**config.mk**
```make
export PLATFORM = sky130hd
export DESIGN_NAME = rvlsu_format
export DESIGN_NICKNAME = d
export VERILOG_FILES = /design/src/rtl/assert_macros.svh /design/src/rtl/rvlsu_pkg.sv /design/src/rtl/rvlsu_format.sv
export SDC_FILE = /design/constraint.sdc
export NUM_CORES = 1
export LEC_CHECK = 0
export BUFFER_PORTS_ARGS = -buffer_cell sky130_fd_sc_hd__buf_2
export CAP_MARGIN = 20
export CORE_ASPECT_RATIO = 0.8
export CORE_MARGIN = 5
export CORE_UTILIZATION = 52
export DETAILED_ROUTE_END_ITERATION = 16
export GPL_ROUTABILITY_DRIVEN = 1
export PLACE_DENSITY = 0.84
export SLEW_MARGIN = 20
export SYNTH_ARGS = -nofsm -noshare
export SYNTH_HDL_FRONTEND = slang
export SYNTH_SLANG_ARGS = --single-unit
```
**constraint.sdc**
```tcl
create_clock -name clk -period 2.3 [get_ports clk]
set_clock_uncertainty 0.15 [all_clocks]
set_input_delay 0.23 -clock clk [delete_from_list [all_inputs] [get_ports clk]]
set_output_delay 0.23 -clock clk [all_outputs]
set_load 0.01 [all_outputs]
```
**src/rtl/assert_macros.svh**
```systemverilog
// Concurrent assertion macros shared by the RTL.
`ifndef ASSERT_MACROS_SVH
`define ASSERT_MACROS_SVH

`ifndef NO_ASSERTIONS

`define ASSERT_ALWAYS(label, clk, rst_n, expr) \
    label: assert property (@(posedge clk) disable iff (!rst_n) (expr)) \
        else $error("assertion failed: property does not hold");

`define ASSERT_NEXT(label, clk, rst_n, ante, cons) \
    label: assert property (@(posedge clk) disable iff (!rst_n) (ante) |=> (cons)) \
        else $error("assertion failed: consequent missing one cycle later");

`define ASSERT_DELAY2(label, clk, rst_n, ante, cons) \
    label: assert property (@(posedge clk) disable iff (!rst_n) (ante) |-> ##2 (cons)) \
        else $error("assertion failed: consequent missing two cycles later");

`else

`define ASSERT_ALWAYS(label, clk, rst_n, expr)

`define ASSERT_NEXT(label, clk, rst_n, ante, cons)

`define ASSERT_DELAY2(label, clk, rst_n, ante, cons)

`endif

`endif

```
**src/rtl/rvlsu_pkg.sv**
```systemverilog
package rvlsu_pkg;

    localparam int MEM_BYTES_DEFAULT = 65536;
    localparam int LANES = 4;

    localparam logic [2:0] CMD_LB  = 3'd0;
    localparam logic [2:0] CMD_LBU = 3'd1;
    localparam logic [2:0] CMD_LH  = 3'd2;
    localparam logic [2:0] CMD_LHU = 3'd3;
    localparam logic [2:0] CMD_LW  = 3'd4;
    localparam logic [2:0] CMD_SB  = 3'd5;
    localparam logic [2:0] CMD_SH  = 3'd6;
    localparam logic [2:0] CMD_SW  = 3'd7;

    typedef struct packed {
        logic [2:0]  command;
        logic [31:0] address;
        logic [31:0] store_data;
    } req_t;

    typedef struct packed {
        logic [31:0] load_data;
        logic        fault;
    } rsp_t;

    typedef struct packed {
        logic       valid;
        logic [2:0] command;
        logic [1:0] offset;
        logic       fault;
    } pending_t;

    function automatic logic is_store(input logic [2:0] command);
        return (command == CMD_SB) || (command == CMD_SH) || (command == CMD_SW);
    endfunction

    function automatic logic [2:0] access_size(input logic [2:0] command);
        logic [2:0] size;
        unique case (command)
            CMD_LB, CMD_LBU, CMD_SB: size = 3'd1;
            CMD_LH, CMD_LHU, CMD_SH: size = 3'd2;
            default:                 size = 3'd4;
        endcase
        return size;
    endfunction

endpackage

```
**src/rtl/rvlsu_format.sv**
```systemverilog
module rvlsu_format (
    input  logic                                  clk,
    input  logic                                  rst_n,
    input  rvlsu_pkg::pending_t                   info,
    input  logic [rvlsu_pkg::LANES-1:0][7:0]      lane_rdata,
    output logic                                  done,
    output rvlsu_pkg::rsp_t                       result
);

    rvlsu_pkg::pending_t stage_reg;
    logic                done_reg;
    rvlsu_pkg::rsp_t     result_reg;
    rvlsu_pkg::rsp_t     result_next;
    logic [31:0]         raw;

    always_comb
    begin
        for (int k = 0; k < rvlsu_pkg::LANES; k++)
        begin
            raw[8*k +: 8] = lane_rdata[2'(k) + stage_reg.offset];
        end
    end

    always_comb
    begin
        unique case (stage_reg.command)
            rvlsu_pkg::CMD_LB:  result_next.load_data = {{24{raw[7]}}, raw[7:0]};
            rvlsu_pkg::CMD_LBU: result_next.load_data = {24'd0, raw[7:0]};
            rvlsu_pkg::CMD_LH:  result_next.load_data = {{16{raw[15]}}, raw[15:0]};
            rvlsu_pkg::CMD_LHU: result_next.load_data = {16'd0, raw[15:0]};
            rvlsu_pkg::CMD_LW:  result_next.load_data = raw;
            rvlsu_pkg::CMD_SB,
            rvlsu_pkg::CMD_SH,
            rvlsu_pkg::CMD_SW:  result_next.load_data = 32'd0;
        endcase
        if (stage_reg.fault)
        begin
            result_next.load_data = 32'd0;
        end
        result_next.fault = stage_reg.fault;
    end

    always_ff @(posedge clk or negedge rst_n)
    begin
        if (!rst_n)
        begin
            stage_reg <= '0;
            done_reg  <= 1'b0;
        end
        else
        begin
            stage_reg.valid <= info.valid;
            done_reg        <= stage_reg.valid;
            if (info.valid)
            begin
                stage_reg.command <= info.command;
                stage_reg.offset  <= info.offset;
                stage_reg.fault   <= info.fault;
            end
        end
    end

    always_ff @(posedge clk)
    begin
        if (stage_reg.valid)
        begin
            result_reg <= result_next;
        end
    end

    assign done   = done_reg;
    assign result = result_reg;

endmodule

```
==> flow_metrics.tcl <==
set metrics [dict create \
    status "completed" \
    critPathLaunchType "flop" \
    ff_latch_area_um2 1190 \
    largest_reg_flops 33 \
    clock_latency_ps 290 \
    utilization_pct 65.8 \
    synth_compound_area_share_pct 8.83 \
    powerDensity_nw_per_um2 655 \
    hold_ws_ps 19.0 \
    synthTopCellsByCount "33 x edfxtp_1, 32 x mux4_2, 16 x a31oi_1, 16 x nand2_1, 10 x nor2b_1" \
    synthXorXnorAreaFrac_pct 0 \
    nFillCells 352 \
    gp_congestion 0.832 \
    ioPinCount 75 \
    hp-class "input pin to flop" \
    syn_nets 208 \
    dpl.hpwl_um 4120 \
    area_delta_synth_final_pct 20.8 \
    synth-simple-area-share_pct 7.21 \
    cts.sinks 41 \
    ys.flop_type "edfxtp_1" \
    slew_viol_final 0 \
    synth.distinct_cells 26 \
    remaining_drc_errors 0 \
    cts_tree "yes" \
    grt_pass1_wl_um 8850 \
    synthArstFlopShare_pct 19.5 \
    multi_input_area_um2 1230 \
    syn-cell-area_um2 2550 \
    rsz0062_at_grt "no" \
    grt_max_degree 38 \
    drt_iter0_drc 206 \
    netlist.area_leader.share_pct 38.9 \
    yosysTopAreaCell "edfxtp_1" \
    clockBufferDepth 2 \
    root_buffer "clkbuf_8" \
    crit_type "flop to flop" \
    cp_max_fo 16 \
    vias 1839 \
    fmax_ghz 0.520 \
    cts_resized 0 \
    synth.most_common_cell "edfxtp_1" \
    antenna_left 0 \
    rows 22 \
    hold_viol 0 \
    drive_above_1_share_pct 54.5 \
    finalSetupTns_ps 0 \
    max-cap-violations 0 \
    final_design_area_no_fill_um2 3080 \
    setup_viol 0 \
    syn_area_per_cell_um2 15.3 \
    first_pass_iters 5 \
    gr-total-overflow 0 \
    grt_pass1_vias 1690 \
    core_area_um2 4680 \
    start_util_pct 54.5 \
    via_per_inst 6.09 \
    finalPower_mw 2.02 \
    clkTransAtPathRegs_ps 80 \
    max-slew-margin-rel_pct 66.8 \
    muxShareOfSynthArea_pct 32.4 \
    worst_ep_arrival_time_ps 1780 \
    yosys.area_share.adder_pct 0 \
    cts-buffers-inserted 5 \
    cts_setup_buffers 0 \
    antenna_found_initial 0 \
    ys_warn_count 0 \
    die_area_um2 6410 \
    ctsHoldBuffers 2 \
    worst-slew-pin-transition_ps 498 \
    synth_top_family_by_area "multiplexers" \
    die_w_um 88.3 \
    timing.final.crit_period_ps 1920 \
    leakagePower_nw 1.18 \
    wl_per_cell_um 18.9 \
    io_buffers 74 \
    fin_crit_sh_pct 83.6 \
    wl_um 5720 \
    antenna_cells 0 \
    critPathRequiredTime_ps 2160 \
    track_usage_pct 18.7 \
    synthCells 167 \
    yosys-top-cells-area "edfxtp_1 39%, mux4_2 28%, dfrtp_1 7.9%" \
    synth_seq_cells 41 \
    h-tree-depth 2 \
    fin_nets 282 \
    endpoint_kind "flop" \
    ys_seq_area_share_pct 46.7 \
    fp.dieH_um 72.6 \
    peakVddDrop_mv 0.361 \
    place_area_um2 2950 \
    synth_edf_count 33 \
]
routing by layer:
layer  global-route usage, %  vias to the layer above  part of all wire, %
met2                    27.9                       96                   48
li1                        -                      835                    -
met3                    5.08                        7                  9.9
met4                    6.04                        0                  1.4
met1                    27.0                      901                   40
met5                       0                        -                    0
worst paths after layout:
kind	from	endpoint	slack, ps	depth (start not counted)
setup / recovery	stage_reg[2]$_DFFE_PN0P_	result[32]$_SDFFCE_PP0P_	380	3
hold reg to reg	stage_reg[6]$_DFF_PN0_	done$_DFF_PN0_	300	0
hold / removal	info[5]	stage_reg[5]$_DFFE_PN0P_	20	2
min in group asynchronous	rst_n	stage_reg[4]$_DFFE_PN0P_	160	2
max in group asynchronous	rst_n	done$_DFF_PN0_	1680	2
setup reg to reg	stage_reg[2]$_DFFE_PN0P_	result[32]$_SDFFCE_PP0P_	380	3
worst max-delay path: stages (launching register included):
cell and delay (ps):
dfrtp_1 480, mux2_4 340, a32oi_4 480, a31oi_1 190
layout by cell type (no fill, tap or decap), drive strengths merged:
cell	count
nand2	17
nor2	1
a31oi	16
clkbuf	5
dlygate4sd3	2
clkinv	1
nor3b	1
a32oi	1
nor4	1
o21ai	9
mux2	9
nor3	1
and2	1
dfrtp	8
mux4	32
a21oi	8
buf	81
nand2b	1
nor2b	10
o211ai	1
bufinv	1
edfxtp	33
and3b	1
clkinvlp	1
stage by stage:
step                      instances  worst slack [ps]
after global routing            302               290
after CTS                       302               399
after floorplan                 167               569
after detailed placement        292               418
final                           302               378
after global placement          292               463
report_power, final:
part           internal [mW]  switching [mW]  total [mW]
logic                  0.273           0.256       0.530
registers              0.880          0.0324       0.913
clock network          0.320           0.255       0.575
layout make-up:
type	instances	share of cell area, %
Clock buffer	5	2.23
Clock inverter	3	1.34
Multi-Input combinational cell	110	40.1
Sequential cell	41	38.7
Tap cell	60	2.44
Timing Repair Buffer	83	15.2
cell families after synthesis:
| kind of cell | count (synthesis) |
|---|---|
| AO/OA/AOI/OAI | 35 |
| buffers and inverters | 16 |
| flip-flops | 41 |
| multiplexers | 41 |
| AND/OR/NAND/NOR | 34 |
Note: power is estimated with default switching activity, not from simulation.
