**src/rtl/assert_macros.svh**
```systemverilog
// Concurrent assertion macros shared by the RTL.
`ifndef ASSERT_MACROS_SVH
`define ASSERT_MACROS_SVH

`ifndef NO_ASSERTIONS

`define ASSERT_ALWAYS(label, clk, rst_n, expr) \
    label: assert property (@(posedge clk) disable iff (!rst_n) (expr)) \
        else $error("assertion failed: property does not hold");

`define ASSERT_NEXT(label, clk, rst_n, ante, cons) \
    label: assert property (@(posedge clk) disable iff (!rst_n) (ante) |=> (cons)) \
        else $error("assertion failed: consequent missing one cycle later");

`define ASSERT_DELAY2(label, clk, rst_n, ante, cons) \
    label: assert property (@(posedge clk) disable iff (!rst_n) (ante) |-> ##2 (cons)) \
        else $error("assertion failed: consequent missing two cycles later");

`else

`define ASSERT_ALWAYS(label, clk, rst_n, expr)

`define ASSERT_NEXT(label, clk, rst_n, ante, cons)

`define ASSERT_DELAY2(label, clk, rst_n, ante, cons)

`endif

`endif

```
**src/rtl/rvlsu_pkg.sv**
```systemverilog
package rvlsu_pkg;

    localparam int MEM_BYTES_DEFAULT = 65536;
    localparam int LANES = 4;

    localparam logic [2:0] CMD_LB  = 3'd0;
    localparam logic [2:0] CMD_LBU = 3'd1;
    localparam logic [2:0] CMD_LH  = 3'd2;
    localparam logic [2:0] CMD_LHU = 3'd3;
    localparam logic [2:0] CMD_LW  = 3'd4;
    localparam logic [2:0] CMD_SB  = 3'd5;
    localparam logic [2:0] CMD_SH  = 3'd6;
    localparam logic [2:0] CMD_SW  = 3'd7;

    typedef struct packed {
        logic [2:0]  command;
        logic [31:0] address;
        logic [31:0] store_data;
    } req_t;

    typedef struct packed {
        logic [31:0] load_data;
        logic        fault;
    } rsp_t;

    typedef struct packed {
        logic       valid;
        logic [2:0] command;
        logic [1:0] offset;
        logic       fault;
    } pending_t;

    function automatic logic is_store(input logic [2:0] command);
        return (command == CMD_SB) || (command == CMD_SH) || (command == CMD_SW);
    endfunction

    function automatic logic [2:0] access_size(input logic [2:0] command);
        logic [2:0] size;
        unique case (command)
            CMD_LB, CMD_LBU, CMD_SB: size = 3'd1;
            CMD_LH, CMD_LHU, CMD_SH: size = 3'd2;
            default:                 size = 3'd4;
        endcase
        return size;
    endfunction

endpackage

```
**src/rtl/rvlsu_decode.sv**
```systemverilog
module rvlsu_decode #(
    parameter int MEM_BYTES = rvlsu_pkg::MEM_BYTES_DEFAULT,
    parameter int IW        = $clog2((MEM_BYTES + 3) / 4)
) (
    input  rvlsu_pkg::req_t                            req,
    input  logic                                       accept,
    output logic [rvlsu_pkg::LANES-1:0][IW-1:0]        lane_index,
    output logic [rvlsu_pkg::LANES-1:0]                lane_we,
    output logic [rvlsu_pkg::LANES-1:0]                lane_re,
    output logic [rvlsu_pkg::LANES-1:0][7:0]           lane_wdata,
    output rvlsu_pkg::pending_t                        info
);

    logic [2:0]  size;
    logic [1:0]  offset;
    logic [29:0] word;
    logic        fault;
    logic        store;
    logic [32:0] last_next;

    assign size      = rvlsu_pkg::access_size(req.command);
    assign offset    = req.address[1:0];
    assign word      = req.address[31:2];
    assign store     = rvlsu_pkg::is_store(req.command);
    assign last_next = {1'b0, req.address} + {30'd0, size};
    assign fault     = last_next > 33'(MEM_BYTES);

    always_comb
    begin
        for (int l = 0; l < rvlsu_pkg::LANES; l++)
        begin
            logic [1:0]  k;
            logic [29:0] word_l;
            logic        used;
            k      = 2'(l) - offset;
            used   = {1'b0, k} < size;
            word_l = word + {29'd0, (2'(l) < offset)};
            lane_index[l] = word_l[IW-1:0];
            lane_wdata[l] = req.store_data[{k, 3'b000} +: 8];
            lane_we[l]    = accept && store && !fault && used;
            lane_re[l]    = accept && !store && !fault && used;
        end
    end

    assign info.valid   = accept;
    assign info.command = req.command;
    assign info.offset  = offset;
    assign info.fault   = fault;

endmodule

```
**config.mk**
```make
export PLATFORM = sky130hd
export DESIGN_NAME = rvlsu_decode
export DESIGN_NICKNAME = d
export VERILOG_FILES = /design/src/rtl/assert_macros.svh /design/src/rtl/rvlsu_pkg.sv /design/src/rtl/rvlsu_decode.sv
export SDC_FILE = /design/constraint.sdc
export NUM_CORES = 1
export LEC_CHECK = 0
export ABC_AREA = 1
export BUFFER_PORTS_ARGS = -buffer_cell sky130_fd_sc_hd__buf_2
export CAP_MARGIN = 5
export CELL_PAD_IN_SITES_DETAIL_PLACEMENT = 1
export CELL_PAD_IN_SITES_GLOBAL_PLACEMENT = 1
export CORE_MARGIN = 3
export CORE_UTILIZATION = 30
export DETAILED_ROUTE_END_ITERATION = 10
export PLACE_DENSITY_LB_ADDON = 0.1
export SLEW_MARGIN = 10
export SYNTH_ARGS = -nofsm -noshare
export SYNTH_HDL_FRONTEND = slang
export SYNTH_SLANG_ARGS = --single-unit
```
**constraint.sdc**
```tcl
create_clock -name vclk -period 3.7
set_clock_uncertainty 0.2 [all_clocks]
set_input_delay 0.185 -clock vclk [all_inputs]
set_output_delay 0.185 -clock vclk [all_outputs]
set_load 0.05 [all_outputs]
```
==> results of run 1 <==
[metal layers]
layer / GRT usage (%) / routed length (um) / vias to the layer above
li1: - / - / 1969
met1: 29.0 / 5790 / 1775
met2: 37.5 / 5920 / 114
met3: 0.903 / 567 / 14
met4: 3.11 / 234 / 0
met5: 0 / 0 / -
[stage by stage]
step / cells / utilization, % / hold slack [ps] / power, mW
after detailed placement: 823 / 39.5 / 477 / 0.716
final: 823 / 39.7 / 476 / 0.713
after global placement: 823 / 39.5 / 473 / 0.706
after floorplan: 548 / - / 337 / 0.532
after global routing: 823 / 39.7 / 482 / 0.767
after CTS: 823 / 39.5 / 477 / 0.718
[logic make-up (layout without fill, tap and decap cells)]
group | after synthesis | after routing | share of synthesized area (%)
adders and majority gates | 17 | 17 | 7.20
xor gates and xnor gates | 41 | 41 | 11.7
and+or+nand+nor | 304 | 304 | 46.4
buffers and inverters | 110 | 252 | 16.8
muxes | 32 | 32 | 10.5
AOI/OAI and AO/OA | 44 | 44 | 7.36
[power groups by stage]
stage | sequential, mW | combinational (mW) | clock [mW]
after detailed placement | 0 | 0.716 | 0
final | 0 | 0.713 | 0
after global placement | 0 | 0.706 | 0
after floorplan | 0 | 0.532 | 0
after global routing | 0 | 0.767 | 0
after CTS | 0 | 0.718 | 0
[synth_stat cells (all sizes together) (2+ instances only)]
library cell and number:
a21oi 6, buf 31, clkbuf 4, ha 16, inv 74, mux2i 32, nand2 167, nand3 28
nand3b 7, nand4 5, nor2 96, o21ai 36, o21bai 2, xnor2 2, xor2 39
[final timing paths]
kind	startpoint	end	slack, ps	cells after the start
worst min-delay path	accept	info[6]	480	2
worst max-delay path	req[64]	lane_re[3]	320	21
[final cells by class]
| type | count | area [um^2] | share of cell area, % |
|---|---|---|---|
| inverter | 75 | 282 | 7.20 |
| multi-input combinational | 438 | 2550 | 65.1 |
| tap | 133 | 166 | 4.25 |
| timing repair buffer | 177 | 916 | 23.4 |
==> key figures, run 1 <==
Outcome
  • Outcome: completed

Logic synthesis
  • Mapped Avg Cell Area: 5.58 um^2
  • Mapped Cells: 548
  • Synth Warn #: 0
  • Ranking of synthesized cells by area: nand2_1 (18%), xor2_1 (11%), mux2i_1 (10%), nor2_1 (9.2%), inv_1 (8.5%)
  • Synth area leader: nand2_1
  • Post-Syn Nets: 633
  • Synth top area share: 18.4%
  • Yosys cell types: 27
  • Sequential area share after synthesis: 0%
  • Mapped cell area: 0.00306 mm^2

STA
  • Max_slew headroom: 62.8%
  • Unrepaired setup endpoints after global routing: no
  • Setup TNS: 0 ps
  • Post-route clock period utilization: 91.3%
  • Endpoints failing setup: 0
  • Maximum clock frequency: 0.296 GHz
  • Period minus WS final: 3380 ps
  • Slew Viols, Final: 0
  • Hold Fails Final Rpt: 0
  • Tightest Pin Transition: 557 ps
  • Setup slack after layout: 323 ps

Clocking
  • Post-CTS setup buffers: 0
  • Hold Buf Count CTS: 0
  • Post-CTS sizing: 0

Finish
  • Post-route cell area: 0.00391 mm^2
  • Fillcell total: 1432
  • Layout cell share with drive strength beyond 1: 32.8%
  • Nets: 777
  • Number of sequential cells: 0
  • Clock buffers: 0
  • Synthesis-to-finish area growth: 27.9%
  • Commonest non-fill, non-tap cell in the layout: buf_2
  • FF+latch area: 0 um^2
  • ANT cells: 0
  • Commonest non-fill, non-tap cells in the layout: buf_2 (165), nand2_1 (150), nor2_1 (75), inv_1 (69), xor2_1 (39)

Power
  • Combinational fraction of design power: 100.0%
  • Int Power: 172 uW
  • Switching power: 542 uW
  • Switching Share: 75.9%
  • Clock share of power: 0%
  • Pleak: 2.27 nW
  • VDD IR max: 0.0728 mV
  • Power per cell area: 182 mW/mm^2
  • Sequential power share: 0%

GRT
  • Vias in the first global route: 3960
  • Total gr overflow: 0
  • Total GRT Usage: 21.2%
  • Initial antenna violation count: 0
  • First-pass GRT wire length: 20.0 mm
  • Pin count of the biggest net entering global routing: 36

Worst setup path
  • Buf/Inv on CP: 5
  • Most frequent CP cell: nand2_1
  • CP Launch Type: input pin
  • Endpoint type of the worst setup path: output port
  • CP cell instances: buf_2 -> inv_1 -> a21oi_2 -> or2_2 -> inv_1 -> ha_1 -> nand2_1 -> nand2_1 -> nand3_2 -> nor2_2 -> nand2_1 -> nand2_1 -> nand2_1 -> nor2_2 -> nand2_1 -> inv_2 -> nand2_2 -> nor2_4 -> nand3_2 -> nor2_1 -> clkbuf_4
  • Crit-path slowest cell: ha_1
  • Crit Path Class: input pin to output port
  • Max stage delay on crit path: 390 ps
  • CP required: 3310 ps
  • Worst-path fanout max: 6
  • Worst endpoint data arrival time: 2990 ps
  • Largest delay contributor family on the critical path: simple AND/OR/NAND/NOR gates

Route
  • Drt first-iter violations: 149
  • Via-to-Cell Ratio: 4.70
  • DRC: 0
  • Antenna-violating nets left: 0
  • Via Count: 3872
  • Detailed Routing Iterations Pass 1: 4
  • WL final: 12.5 mm
  • WL/cell: 15.2 um

Placement
  • Area post-placement: 0.00389 mm^2
  • Gpl congestion: 0.869
  • Dpl ws: 265 ps
  • DP HPWL: 11.1 mm
  • PortBufs: 171

Floorplan
  • Die ar.: 0.0114 mm^2
  • Die height: 107 um
  • Core Area: 0.00986 mm^2
  • Rows: 36
  • Die X-Extent: 107 um
  • Initial Util: 31.0%
  • IO Pins: 171

Flow run
  • Max cap viols: 0

Min path
  • Tightest Hold Check Type: input pin to output port
Note: power is estimated with default switching activity, not from simulation.
==> inputs of run 2 (changes only) <==
Settings changed: BUFFER_PORTS_ARGS -buffer_cell sky130_fd_sc_hd__buf_2 to default, CORE_UTILIZATION 30 to 40, DONT_BUFFER_PORTS from default to 1.
==> run 2 against run 1 <==
  * Hold slack got worse by 310 ps
  * Final cell count decreased by 21%
  * Critical path depth decreased by 1
  * Total power decreased by 23%
  * Count of clock-buffer cells in the layout unchanged
  * Largest power group unchanged
  * Wire length decreased by 19%
  * Core utilization increased by 4.2 points
==> key figures, run 2 (synthesized netlist as in run 1, its figures left out) <==
Outcome
  • Outcome: completed

Finish
  • Commonest non-fill, non-tap cells in the layout: nand2_1 (150), nor2_1 (75), inv_1 (69), xor2_1 (39), buf_4 (35)
  • Post-route cell area: 0.00321 mm^2 (-18%)
  • Synthesis-to-finish area growth: 5.03%
  • Clock buffers: 0 (unchanged)
  • Fin util: 43.8% (+4.2 points)
  • ANT cells: 0 (unchanged)
  • Fin cells: 647 (-21%)
  • FF+latch area: 0 um^2 (unchanged)
  • Fillcell total: 1071 (-25%)
  • Number of sequential cells: 0 (unchanged)
  • Nets: 635 (-18%)
  • Layout cell share with drive strength beyond 1: 15.1% (-18 points)
  • Commonest non-fill, non-tap cell in the layout: nand2_1

Route
  • WL final: 10.2 mm (-19%)
  • Drt first-iter violations: 61 (-59%)
  • Detailed Routing Iterations Pass 1: 4 (unchanged)
  • Via-to-Cell Ratio: 5.13 (+9.1%)
  • DRC: 0 (unchanged)
  • Via Count: 3321 (-14%)
  • Antenna-violating nets left: 0 (unchanged)
  • WL/cell: 15.7 um (+3.2%)

Floorplan
  • Core Area: 0.00733 mm^2 (-26%)
  • Rows: 31 (-14%)
  • Die ar.: 0.00873 mm^2 (-24%)
  • Initial Util: 41.7% (+11 points)
  • IO Pins: 171 (unchanged)
  • Die height: 93.5 um (-13%)
  • Die X-Extent: 93.5 um (-13%)

Power
  • VDD IR max: 0.0601 mV (-17%)
  • Pleak: 1.73 nW (-24%)
  • Power per cell area: 171 mW/mm^2 (-6.3%)

Clocking
  • Post-CTS setup buffers: 0 (unchanged)
  • Hold Buf Count CTS: 0 (unchanged)
  • Post-CTS sizing: 0 (unchanged)

Worst setup path
  • CP Launch Type: input pin
  • Crit Path Class: input pin to output port
  • Worst endpoint data arrival time: 2900 ps (-90 ps)
  • Endpoint type of the worst setup path: output port
  • CP required: 3310 ps (about the same)
  • Worst-path fanout max: 6 (unchanged)

GRT
  • Total gr overflow: 0 (unchanged)
  • Pin count of the biggest net entering global routing: 37 (+2.8%)
  • Vias in the first global route: 3435 (-13%)
  • Total GRT Usage: 22.1% (+0.94 points)
  • Initial antenna violation count: 0 (unchanged)
  • First-pass GRT wire length: 16.2 mm (-19%)

Min path
  • HP Start: req[46]
  • Tightest Hold Check Type: input pin to output port
  • Hold endpoint: lane_index[54]
  • Worst Hold Path Cells: 0 (-2)

STA
  • Unrepaired setup endpoints after global routing: no
  • Hold Fails Final Rpt: 0 (unchanged)
  • Period minus WS final: 3280 ps (-91.7 ps)
  • Setup TNS: 0 ps (unchanged)
  • Post-route clock period utilization: 88.8% (-2.5 points)
  • Max_slew headroom: 26.5% (-36 points)
  • Tightest Pin Transition: 1100 ps (+542 ps)
  • Slew Viols, Final: 0 (unchanged)
  • Maximum clock frequency: 0.304 GHz (+2.8%)
  • Endpoints failing setup: 0 (unchanged)

Placement
  • Dpl cells: 647 (-21%)
  • DP HPWL: 8.96 mm (-19%)
  • Area post-placement: 0.00321 mm^2 (-17%)
  • PortBufs: 0 (-100%)
  • Gpl congestion: 0.875 (+0.73%)

Flow run
  • Max cap viols: 0 (unchanged)
-- run 2: cell types whose count changed in the layout (fill, tap and decap cells not counted) --
cell / before / now
buf_2: 165 / 0
buf_4: 6 / 35
o21ai_0: 36 / 7
o21ai_1: 0 / 29
clkbuf_4: 6 / 0
a21oi_1: 5 / 6
a21oi_2: 1 / 0
-- run 2: metrics by stage --
| step | setup WS (ps) | total power, mW | hold WS (ps) |
|---|---|---|---|
| 6_report | 415 | 0.549 | 170 |
| 2_1_floorplan | 384 | 0.532 | 337 |
| 3_3_place_gp | 479 | 0.545 | 170 |
| 3_5_place_dp | 361 | 0.553 | 170 |
| 5_1_grt | 63.6 | 0.587 | 170 |
| 4_1_cts | 353 | 0.554 | 170 |
-- run 2: final cells by class --
type / instances / area [um^2] / share of cell area (%)
multi-input combinational: 438 / 2540 / 79.2
inverter: 75 / 282 / 8.76
timing repair buffer: 35 / 263 / 8.18
tap: 99 / 124 / 3.86
-- run 2: critical path, cell delays in order --
cell and delay [ps]:
inv_1 20, a21oi_1 330, or2_2 190, inv_1 80, ha_1 390, nand2_1 140, nand2_1 140, nand3_2 190
nor2_2 200, nand2_1 80, nand2_1 50, nand2_1 80, nor2_2 110, nand2_1 70, inv_2 50, nand2_2 60
nor2_4 110, nand3_2 110, nor2_1 120, buf_4 210
-- run 2: power breakdown --
part	total, mW	internal [mW]	switching [mW]
sequential	0	0	0
combinational	0.549	0.128	0.421
clock	0	0	0
-- run 2: how the worst max path moves through the flow --
stage	start	endpoint	slack, ps	cells past startpoint
CTS	req[65]	lane_re[1]	350	20
global route	req[65]	lane_we[3]	60	20
detailed placement	req[65]	lane_re[1]	360	20
floorplan	req[32]	lane_re[2]	380	10
global placement	req[65]	lane_re[0]	480	20
finish	req[65]	lane_re[1]	420	20
-- run 2: routing by layer --
| layer | routed length, um | vias up | track usage (%) |
|---|---|---|---|
| met5 | 0 | - | 0 |
| met3 | 703 | 2 | 3.14 |
| met2 | 5320 | 108 | 44.9 |
| met1 | 4110 | 1534 | 25.4 |
| li1 | - | 1677 | - |
| met4 | 19 | 0 | 0 |
